==> src/sv/rmf_pkg.sv <==
// ----------------------------------------------------------------------------
// Running median filter package
// Shared widths, register indexes, reset values and the command and status
// words that pass between the controller and the datapath.
// ----------------------------------------------------------------------------
package rmf_pkg;

   localparam int SAMPLE_W     = 16;
   localparam int VALUE_W      = 8;
   localparam int MEDIAN_W     = 9;
   localparam int COUNT_OUT_W  = 9;
   localparam int CSR_DATA_W   = 8;
   localparam int CSR_INDEX_W  = 2;
   localparam int CAPACITY_DEF = 256;

   // Register indexes of the configuration port.
   localparam logic [CSR_INDEX_W-1:0] REG_LOW_LIMIT  = 2'd0;
   localparam logic [CSR_INDEX_W-1:0] REG_HIGH_LIMIT = 2'd1;

   localparam logic [VALUE_W-1:0] LOW_LIMIT_RESET  = 8'd0;
   localparam logic [VALUE_W-1:0] HIGH_LIMIT_RESET = 8'd100;

   // Address sources for the store's main read port.
   localparam logic [1:0] RD_TAIL = 2'd0;
   localparam logic [1:0] RD_NEXT = 2'd1;
   localparam logic [1:0] RD_MED  = 2'd2;

   typedef struct packed {
      logic       capture;   // take the sample, start at the tail
      logic       rd_en;     // issue a read on the main port
      logic [1:0] rd_sel;    // address source of that read
      logic       shift;     // move the entry read one place up
      logic       place;     // write the sample into the hole
      logic       out_load;  // load the result register
   } cmd_type;

   typedef struct packed {
      logic in_range;    // incoming sample lies within the limits
      logic full;        // store holds its capacity
      logic count_zero;  // store is empty
      logic pos_one;     // hole is at entry one
      logic greater;     // entry read is larger than the sample
      logic rsp_busy;    // result register holds a word that is not taken
   } sts_type;

endpackage

==> src/sv/rmf_controller.sv <==
// ----------------------------------------------------------------------------
// Running median filter controller
// Sequences capture, the insertion walk, the median read and the result load.
// ----------------------------------------------------------------------------
module rmf_controller (
   input  logic             clock,
   input  logic             reset,
   input  logic             req_valid,
   output logic             req_ready,
   input  rmf_pkg::sts_type sts,
   output rmf_pkg::cmd_type cmd
);
   import rmf_pkg::*;

   localparam logic [2:0] ST_IDLE    = 3'd0;
   localparam logic [2:0] ST_SHIFT   = 3'd1;
   localparam logic [2:0] ST_PLACE   = 3'd2;
   localparam logic [2:0] ST_MEDREAD = 3'd3;
   localparam logic [2:0] ST_OUT     = 3'd4;

   logic [2:0] state_ff;
   logic [2:0] state_in;

   assign req_ready = (state_ff == ST_IDLE);

   always_comb begin
      state_in = state_ff;
      cmd      = '0;
      cmd.rd_sel = RD_TAIL;
      unique case (state_ff)
         ST_IDLE: begin
            if (req_valid && sts.in_range) begin
               cmd.capture = 1'b1;
               if (sts.full) begin
                  state_in = ST_MEDREAD;
               end else begin
                  cmd.rd_en  = 1'b1;
                  cmd.rd_sel = RD_TAIL;
                  state_in   = sts.count_zero ? ST_PLACE : ST_SHIFT;
               end
            end
         end
         ST_SHIFT: begin
            if (sts.greater) begin
               cmd.shift = 1'b1;
               if (sts.pos_one) begin
                  state_in = ST_PLACE;
               end else begin
                  cmd.rd_en  = 1'b1;
                  cmd.rd_sel = RD_NEXT;
               end
            end else begin
               cmd.place = 1'b1;
               state_in  = ST_MEDREAD;
            end
         end
         ST_PLACE: begin
            cmd.place = 1'b1;
            state_in  = ST_MEDREAD;
         end
         ST_MEDREAD: begin
            cmd.rd_en  = 1'b1;
            cmd.rd_sel = RD_MED;
            state_in   = ST_OUT;
         end
         ST_OUT: begin
            if (!sts.rsp_busy) begin
               cmd.out_load = 1'b1;
               state_in     = ST_IDLE;
            end
         end
         default: begin
            state_in = ST_IDLE;
         end
      endcase
   end

   always_ff @(posedge clock) begin
      if (reset) begin
         state_ff <= ST_IDLE;
      end else begin
         state_ff <= state_in;
      end
   end

endmodule

==> src/sv/rmf_datapath.sv <==
// ----------------------------------------------------------------------------
// Running median filter datapath
// Limit registers, the sorted store, the insertion pointer and the result
// register.
// ----------------------------------------------------------------------------
module rmf_datapath #(
   parameter int CAPACITY = rmf_pkg::CAPACITY_DEF
) (
   input  logic                              clock,
   input  logic                              reset,
   input  logic                              csr_write_enable,
   input  logic [rmf_pkg::CSR_INDEX_W-1:0]   csr_index,
   input  logic [rmf_pkg::CSR_DATA_W-1:0]    csr_write_data,
   input  logic signed [rmf_pkg::SAMPLE_W-1:0] req_sample,
   input  logic                              rsp_ready,
   input  rmf_pkg::cmd_type                  cmd,
   output rmf_pkg::sts_type                  sts,
   output logic                              rsp_valid,
   output logic [rmf_pkg::MEDIAN_W-1:0]      rsp_median_half_units,
   output logic [rmf_pkg::COUNT_OUT_W-1:0]   rsp_stored_count,
   output logic                              rsp_dropped
);
   import rmf_pkg::*;

   localparam int AW = $clog2(CAPACITY);
   localparam int CW = $clog2(CAPACITY + 1);

   logic [VALUE_W-1:0] low_limit_ff;
   logic [VALUE_W-1:0] high_limit_ff;
   logic [CW-1:0]      count_ff;
   logic [CW-1:0]      pos_ff;
   logic [VALUE_W-1:0] value_ff;
   logic               dropped_ff;
   logic [VALUE_W-1:0] rd_a_ff;
   logic [VALUE_W-1:0] rd_b_ff;
   logic               rsp_valid_ff;
   logic [MEDIAN_W-1:0]    rsp_median_ff;
   logic [COUNT_OUT_W-1:0] rsp_count_ff;
   logic                   rsp_dropped_ff;

   logic [VALUE_W-1:0] sorted_mem [CAPACITY];

   logic [VALUE_W-1:0] sample_low;
   logic               sample_fits;
   logic [CW-1:0]      mid;
   logic [CW-1:0]      rd_addr;
   logic               wr_en;
   logic [VALUE_W-1:0] wr_data;
   logic [MEDIAN_W-1:0] median_sum;
   logic [CW+COUNT_OUT_W-1:0] count_wide;

   // A sample is usable only when it is non-negative and fits in a byte.
   assign sample_low  = req_sample[VALUE_W-1:0];
   assign sample_fits = !req_sample[SAMPLE_W-1] && (req_sample[SAMPLE_W-2:VALUE_W] == '0);

   assign sts.in_range   = sample_fits && (sample_low >= low_limit_ff)
                           && (sample_low <= high_limit_ff);
   assign sts.full       = (count_ff == CW'(CAPACITY));
   assign sts.count_zero = (count_ff == '0);
   assign sts.pos_one    = (pos_ff == CW'(1));
   assign sts.greater    = (rd_a_ff > value_ff);
   assign sts.rsp_busy   = rsp_valid_ff && !rsp_ready;

   assign mid = count_ff >> 1;

   always_comb begin
      case (cmd.rd_sel)
         RD_TAIL: rd_addr = count_ff - CW'(1);
         RD_NEXT: rd_addr = pos_ff - CW'(2);
         RD_MED:  rd_addr = count_ff[0] ? mid : mid - CW'(1);
         default: rd_addr = count_ff - CW'(1);
      endcase
   end

   assign wr_en   = cmd.shift || cmd.place;
   assign wr_data = cmd.shift ? rd_a_ff : value_ff;

   // Odd count reads the middle entry on both ports, so the sum doubles it.
   assign median_sum = {1'b0, rd_a_ff} + {1'b0, rd_b_ff};
   assign count_wide = {{COUNT_OUT_W{1'b0}}, count_ff};

   always_ff @(posedge clock) begin
      if (wr_en) begin
         sorted_mem[pos_ff[AW-1:0]] <= wr_data;
      end
      if (cmd.rd_en) begin
         rd_a_ff <= sorted_mem[rd_addr[AW-1:0]];
      end
      rd_b_ff <= sorted_mem[mid[AW-1:0]];
   end

   always_ff @(posedge clock) begin
      if (cmd.capture) begin
         value_ff   <= sample_low;
         dropped_ff <= sts.full;
      end
      if (cmd.out_load) begin
         rsp_median_ff  <= median_sum;
         rsp_count_ff   <= count_wide[COUNT_OUT_W-1:0];
         rsp_dropped_ff <= dropped_ff;
      end
   end

   always_ff @(posedge clock) begin
      if (reset) begin
         low_limit_ff  <= LOW_LIMIT_RESET;
         high_limit_ff <= HIGH_LIMIT_RESET;
         count_ff      <= '0;
         pos_ff        <= '0;
         rsp_valid_ff  <= 1'b0;
      end else begin
         if (csr_write_enable) begin
            unique case (csr_index)
               REG_LOW_LIMIT:  low_limit_ff  <= csr_write_data;
               REG_HIGH_LIMIT: high_limit_ff <= csr_write_data;
               default: begin
               end
            endcase
         end
         if (cmd.capture) begin
            pos_ff <= count_ff;
         end else if (cmd.shift) begin
            pos_ff <= pos_ff - CW'(1);
         end
         if (cmd.place) begin
            count_ff <= count_ff + CW'(1);
         end
         if (cmd.out_load) begin
            rsp_valid_ff <= 1'b1;
         end else if (rsp_ready) begin
            rsp_valid_ff <= 1'b0;
         end
      end
   end

   assign rsp_valid             = rsp_valid_ff;
   assign rsp_median_half_units = rsp_median_ff;
   assign rsp_stored_count      = rsp_count_ff;
   assign rsp_dropped           = rsp_dropped_ff;

endmodule

==> src/sv/running_median_filter.sv <==
// An in-range word is captured, each stored entry larger than it moves one place up, the
// word fills the hole, and the median is read and loaded into the result register; a full
// store drops the word and only reads and loads the median. The walk uses the store's
// single write port, one entry a cycle. A new word is taken only after the last result is
// loaded; an out-of-range word is discarded. Reset (synchronous, active high) empties the
// store, restores the limits to 0 and 100 and clears rsp_valid; no clearing pass is needed.
// ----------------------------------------------------------------------------
// Running median filter
// Keeps accepted samples in a sorted store and returns the running median,
// in half units, for every sample that falls within the configured limits.
// ----------------------------------------------------------------------------
module running_median_filter #(
   parameter int CAPACITY = rmf_pkg::CAPACITY_DEF
) (
   input  logic                                clock,
   input  logic                                reset,
   input  logic                                csr_write_enable,
   input  logic [rmf_pkg::CSR_INDEX_W-1:0]     csr_index,
   input  logic [rmf_pkg::CSR_DATA_W-1:0]      csr_write_data,
   input  logic                                req_valid,
   output logic                                req_ready,
   input  logic signed [rmf_pkg::SAMPLE_W-1:0] req_sample,
   output logic                                rsp_valid,
   input  logic                                rsp_ready,
   output logic [rmf_pkg::MEDIAN_W-1:0]        rsp_median_half_units,
   output logic [rmf_pkg::COUNT_OUT_W-1:0]     rsp_stored_count,
   output logic                                rsp_dropped
);
   import rmf_pkg::*;

   // The stored count seen on the result port is the low nine bits.
   localparam logic [COUNT_OUT_W-1:0] CAP_REPORTED = COUNT_OUT_W'(CAPACITY);

   cmd_type cmd;
   sts_type sts;

   // The controller only walks states; every register holding sample data,
   // the limits and the store itself sit in the datapath. A word is taken
   // only while the controller is idle, but a finished result may still be
   // waiting in the output register at that time, so a slow consumer does
   // not stall the start of the next insertion.
   rmf_controller u_controller (
      .clock     (clock),
      .reset     (reset),
      .req_valid (req_valid),
      .req_ready (req_ready),
      .sts       (sts),
      .cmd       (cmd)
   );

   // The store is a single memory with one write port and two registered
   // read ports. Insertion starts at the tail and moves each larger entry
   // one place up per cycle until the hole reaches the sample's place; the
   // median then comes from the one or two middle entries.
   rmf_datapath #(
      .CAPACITY (CAPACITY)
   ) u_datapath (
      .clock                 (clock),
      .reset                 (reset),
      .csr_write_enable      (csr_write_enable),
      .csr_index             (csr_index),
      .csr_write_data        (csr_write_data),
      .req_sample            (req_sample),
      .rsp_ready             (rsp_ready),
      .cmd                   (cmd),
      .sts                   (sts),
      .rsp_valid             (rsp_valid),
      .rsp_median_half_units (rsp_median_half_units),
      .rsp_stored_count      (rsp_stored_count),
      .rsp_dropped           (rsp_dropped)
   );

   // A dropped result can only come from a full store.
   assert property (@(posedge clock) disable iff (reset)
      (rsp_valid && rsp_dropped) |-> (rsp_stored_count == CAP_REPORTED))
      else $error("dropped result with a store that is not full");

   // Nothing is ever written into a full store.
   assert property (@(posedge clock) disable iff (reset)
      (sts.full && !cmd.capture) |-> !(cmd.place || cmd.shift))
      else $error("write into a full store");

   // An out-of-range word is discarded silently; the block stays ready.
   assert property (@(posedge clock) disable iff (reset)
      (req_valid && req_ready && !sts.in_range) |=> req_ready)
      else $error("out-of-range word started an insertion");

   // The result register is never overwritten while its word is pending.
   assert property (@(posedge clock) disable iff (reset)
      cmd.out_load |-> !(rsp_valid && !rsp_ready))
      else $error("result overwritten before it was taken");

endmodule
==> config.mk <==
export PLATFORM = sky130hd
export DESIGN_NAME = running_median_filter
export DESIGN_NICKNAME = d
export VERILOG_FILES = /design/src/sv/rmf_pkg.sv /design/src/sv/rmf_controller.sv /design/src/sv/rmf_datapath.sv /design/src/sv/running_median_filter.sv
export SDC_FILE = /design/constraint.sdc
export NUM_CORES = 2
export LEC_CHECK = 0
export BUFFER_PORTS_ARGS = -buffer_cell sky130_fd_sc_hd__buf_2
export CORE_ASPECT_RATIO = 1.5
export CORE_MARGIN = 1.5
export CORE_UTILIZATION = 38
export DETAILED_ROUTE_END_ITERATION = 8
export HOLD_SLACK_MARGIN = 0.1
export PLACE_DENSITY = 0.59
export SYNTH_ARGS = -nofsm -noshare
export SYNTH_HDL_FRONTEND = slang
export SYNTH_SLANG_ARGS = --single-unit
export TNS_END_PERCENT = 50
==> constraint.sdc <==
create_clock -name clock -period 19.1 [get_ports clock]
set_clock_uncertainty 0.2 [all_clocks]
set_input_delay 1.91 -clock clock [delete_from_list [all_inputs] [get_ports clock]]
set_output_delay 1.91 -clock clock [all_outputs]
set_load 0.05 [all_outputs]
After elaboration in Yosys (flattened, before gate mapping)
Memories as Yosys holds them, arrays and structs flattened. A register that Yosys moved wholly into a read port is not among the register bits.
Cells that the tools add are included.
- bits in writable memories: 2048
- memories: 1
- output and inout bits: 21
- input port bits: 31
- logic and storage cells: 77
- register bits: 66
- equality and inequality tests: 12
- $lt $le $gt $ge: 3
- mux-type cells: 27
- add/sub/neg operators: 6
- reductions and logical operators: 17
- memories (memory ; words ; width ; read ports ; clocked after memory_dff ; write ports ; line ; RTL):
    u_datapath.sorted_mem ; 256 ; 8 ; 2 ; 2 ; 1 ; rmf_datapath.sv:41 ; logic [VALUE_W-1:0] sorted_mem [CAPACITY];
- operator list (kind ; number):
    two-way mux 3 bit ; 7
    two-way mux 9 bit ; 2
    two-way mux 8 bit ; 2
    case mux 8 bit (2 select lines) ; 1
    subtractor 8 x 1 -> 8 bit, second input constant ; 2
    case mux 3 bit (5 select lines) ; 1
    adder 8 x 8 -> 9 bit ; 1
    adder 9 x 1 -> 9 bit, second input constant ; 1
    equality test 9 x 1 -> 1 bit, second input constant ; 1
    equality test 9 bit, second input constant ; 1
    logical NOT 9 bit ; 1
    two-way mux 1 bit ; 9
    case mux 3 bit (3 select lines) ; 1
    subtractor 9 x 1 -> 9 bit, second input constant ; 1
    >= comparator 8 bit ; 1
    greater-than comparator 8 bit ; 1
    less-or-equal comparator 8 bit ; 1
    two-way mux 4 bit ; 2
    subtractor 8 x 2 -> 8 bit, second input constant ; 1
    logical NOT 7 bit ; 1
    equality test 3 x 2 -> 1 bit, second input constant ; 2
    logical AND 1 bit ; 5
    equality test 2 x 1 -> 1 bit, second input constant ; 2
    AND reduction 2 bit ; 2
    14 further kinds ; 16

Logic depth before layout (Yosys ltp)
- depth after elaboration: 9
- depth in mapped cells: 26
- depth with buffers taken out: 19

Cells and area by module
A second synthesis with hierarchy kept.
- cell total of the unflattened synthesis: 6461
- area total of the unflattened synthesis: 101173.3 um2
- modules (own cells, without submodules) (module ; cells an instance ; area an instance (um2) ; instances ; sequential area each (um2)):
    rmf_datapath ; 6427 ; 100919.3 ; 1 ; 63440.8
    rmf_controller ; 34 ; 254.0 ; 1 ; 60.1

Worst setup path after synthesis
Ideal clock, no wire load.
- kind: flip-flop to flip-flop
- from: register u_datapath.rd_a_ff[1], read port of u_datapath.sorted_mem
- to: memory u_datapath.sorted_mem[0][1], data pin
- arrival: 11642 ps
- slack: 5070 ps
- path buffers: 1
- data required time: 16712 ps
- period minus slack after synthesis: 14030 ps
- library setup time: 2188 ps
- cell stages (with the launch flop): 9
- path through: edfxtp_1 -> ha_1 -> nor2b_1 -> o21a_1 -> o21a_1 -> o21bai_1 -> a2111oi_1 -> clkbuf_1 -> o21ai_0
- longest elaborated chain between the ends: 4
- RTL lines (item ; line ; RTL):
    start, declared ; rmf_datapath.sv:34 ; logic [VALUE_W-1:0] rd_a_ff;
    greater-than comparator 8 bit ; rmf_datapath.sv:61 ; assign sts.greater = (rd_a_ff > value_ff);
    two-way mux 4 bit ; rmf_controller.sv:44 ; if (sts.greater) begin
    two-way mux 1 bit ; rmf_controller.sv:30 ; unique case (state_ff)
    two-way mux 8 bit * ; rmf_datapath.sv:76 ; assign wr_data = cmd.shift ? rd_a_ff : value_ff;
    via u_datapath.wr_data[1] ; rmf_datapath.sv:48 ; logic [VALUE_W-1:0] wr_data;
    end, declared ; rmf_datapath.sv:41 ;
Mark *: on every way through the listed nets, which the timed path passes. The rest lies on a longest branch.

Worst setup path in the final report
- from: register u_datapath.rd_a_ff[1], read port of u_datapath.sorted_mem
- to: register u_datapath.rd_a_ff[2], read port of u_datapath.sorted_mem, data pin
- longest elaborated chain between the ends: 5
- elaborated cells between the ends (all ways): 6
- classes of those cells: order compare (1); eq/ne (2); mux (3)
- RTL lines (item ; line ; RTL):
    greater-than comparator 8 bit * ; rmf_datapath.sv:61 ;
    two-way mux 4 bit * ; rmf_controller.sv:44 ;
    case mux 3 bit (3 select lines) * ; rmf_controller.sv:30 ;
    equality test 2 bit / equality test 2 x 1 -> 1 bit (equally long branches) ; rmf_datapath.sv:67 ; case (cmd.rd_sel)
    case mux 8 bit (2 select lines) ; rmf_datapath.sv:67 ;
Every way passes the cells marked *; elsewhere a longest branch is shown, timed or not.
A chain may end at the register's enable or synchronous reset.

==> metrics.csv <==
metric;value;unit
outcome;complete, but fails checks;
violated checks;max-capacitance violations, max-slew violations;
DRT Pass-1 Iters;6;
CTS sink cnt;2130;
vias in the first global route;64117;
DP Wirelength;228000;um
die width;424;um
placer congestion estimate;0.981;
largest net degree at the start of global routing;165;
Core Util, Final;42.1;%
commonest non-fill, non-tap cell in the layout;edfxtp_1;
Buf/Inv on CP;7;
starting density of the core;38.3;%
R2R depth;22;
clk buf depth;4;
Reg power frac;36.2;%
setup TNS;0;ns
Resized Gates After CTS;0;
Clk pwr share;26.1;%
number of DRC markers in iteration 0;8956;
slew margin rel.;-9.11;%
ys flop type;edfxtp_1;
Hold/Removal Path Class;flop to flop;
Logic pwr share;37.7;%
sequential share of the synthesized area;62.7;%
Total Nets Final;6546;
CTS H-tree lvls;4;
Worst Tran Pin Value;1.64;ns
post-synthesis instance total;6604;
CP max stage delay;1.02;ns
P_sw;0.00587;W
full die area;270000;um2
final WL;350000;um
Synth Cell Area;101000;um2
CTS tree;done;
number of vias per cell;6.44;
RSZ-0062 raised after global routing;false;
Critical Path Start Type;flop;
Worst Path Arrival;10.37;ns
Max FO, Critical Path;72;
Post-CTS Hold Fix Bufs;0;
Fin. Hold Viols;0;
io pins;52;
CP Depth;22;
layout cells sized above 1;20.8;%
drt drc;0;
EDFF count, synth;2084;
CP most frequent cell;buf_4;
via count;65246;
Core ar.;264000;um2
CP Cell Sequence;ha_1 > nor2b_1 > o21a_1 > o21a_1 > o21bai_1 > a2111oi_2 > buf_4 > o21ai_1 > inv_1 > ha_1 > inv_1 > nand2_1 > o21ai_4 > buf_4 > buf_4 > buf_4 > buf_4 > mux4_2 > o22ai_1 > a2111oi_0 > nand3_1 > a221oi_1;
Clk pin slew, worst setup/hold paths;0.06;ns
LEAKAGE;33.5;nW
per-cell routed wire length;34.6;um
final hold slack;0.262;ns
Post-synth ARST share;0;%
peak supply drop;188;uV
Final min period;10.06;ns
flops & latches, synth;2130;
switching part of the total;39.3;%
global route total overflow;0;
port buffer count;51;
Setup violations, final;0;
first-pass GRT wire length;492000;um
pwr dens;134;nW/um2
Area Overhead vs Synth;9.88;%
Crit-path slowest cell;a221oi_1;
Syn Nets;6682;
Max Fclk;0.0994;GHz
Skew-Pair Late Insertion Delay;0.88;ns
Hold Path Stages;0;
internal power;0.00907;W
library cells used by synthesis;81;
Ys Warns;0;
grt met1 use;29.3;%
total of max-cap violations;1;
commonest cells after routing, fill and taps aside;2084 x edfxtp_1, 949 x nand2_1, 824 x mux4_2;
fin. max-slew vios;2;
crit path capture type;flop;
Die Ht;635;um
Final Power;0.0149;W
met3 Use GR;3.83;%
CTS Buf Count;202;
syn_area_per_cell;15.3;um2
met2 usage;42.0;%
initial antenna violation count;24;
Top delay family on crit path;buffers and inverters;
clock root cell;clkbuf_16;
period utilization;52.7;%
gr usage total;25.4;%
gr busiest metal;met2;
Worst Path Required;19.41;ns
Crit Path Class;flop to flop;
Setup Fix Bufs, Post-CTS;0;
Rows;231;
remaining antenna violation count after routing;0;
registers in the layout (all words and copies together), names as in the netlist:
name	count
u_datapath.sorted_mem	2048
u_datapath.count_ff	9
u_datapath.pos_ff	9
u_datapath.rsp_median_half_units	9
u_datapath.rsp_stored_count	9
u_datapath.high_limit_ff	8
u_datapath.low_limit_ff	8
u_datapath.rd_a_ff	8
u_datapath.rd_b_ff	8
u_datapath.value_ff	8
u_controller.state_ff	3
u_datapath.dropped_ff	1
u_datapath.rsp_dropped	1
u_datapath.rsp_valid	1
through the flow:
| stage | setup slack, ns | cell area, um2 | instances |
|---|---|---|---|
| 2_1_floorplan | 5.07 | 101000 | 6604 |
| 3_3_place_gp | 9.21 | 105000 | 9758 |
| 3_5_place_dp | 9.21 | 105000 | 9758 |
| 4_1_cts | 9.20 | 111000 | 10110 |
| 5_1_grt | 8.72 | 111000 | 10120 |
| 6_report | 9.04 | 111000 | 10130 |
final timing paths:
check                                                startpoint                               end  slack (ns)
worst max-delay path            u_datapath.rd_a_ff[1]$_DFFE_PP_   u_datapath.rd_a_ff[2]$_DFFE_PP_        9.04
worst min-delay path            u_datapath.dropped_ff$_DFFE_PP_  u_datapath.rsp_dropped$_DFFE_PP_        0.26
worst max register to register  u_datapath.rd_a_ff[1]$_DFFE_PP_   u_datapath.rd_a_ff[2]$_DFFE_PP_        9.04
worst min register to register  u_datapath.dropped_ff$_DFFE_PP_  u_datapath.rsp_dropped$_DFFE_PP_        0.26
layer usage:
layer	vias up	share of wire (%)
li1	26338	-
met1	33909	33
met2	3991	49
met3	986	7.9
met4	22	9.6
met5	-	0.045
cells by family after synthesis:
family	synth area share, %
AO/OA/AOI/OAI	7.02
AND/OR/NAND/NOR	7.54
buffers and inverters	2.49
multiplexers	19.4
adder cells (fa/ha/maj)	0.588
flip-flops	62.7
XOR/XNOR	0.216
power by group through the flow:
stage	Combinational (W)	Sequential, W	Clock (W)
3_3_place_gp	0.00543	0.00550	0
4_1_cts	0.00548	0.00541	0.00392
2_1_floorplan	0.00321	0.00565	0
6_report	0.00563	0.00541	0.00390
3_5_place_dp	0.00547	0.00551	0
5_1_grt	0.00579	0.00541	0.00408
cell type report:
class / count / area [um2]
repair buffers: 207 / 1590
inverters: 43 / 169
diodes: 19 / 47.5
flip-flops and latches: 2130 / 63500
clock buffers: 248 / 5290
multi-input cells: 3884 / 35500
fillers: 23283 / 153000
clock inverters: 104 / 796
well taps: 3495 / 4370
synthesized netlist by cell type, types with 37 or more instances:
cell type  count  area (um2)
o22ai_1       57         357
a311oi_1      37         324
clkbuf_1     259         972
nand3_1      160         801
edfxtp_1    2084       62600
nor2_1       387        1450
dfxtp_1       46         921
inv_1         42         158
mux4_2       824       18600
nand2_1      961        3610
buf_2        161         806
ha_1          46         576
buf_1        104         390
a21oi_1      562        2810
a221oi_1     232        2030
and3_1        46         288
mux2i_1      104        1040
nor3_1       130         651
Power figures use the tool's default switching activity.
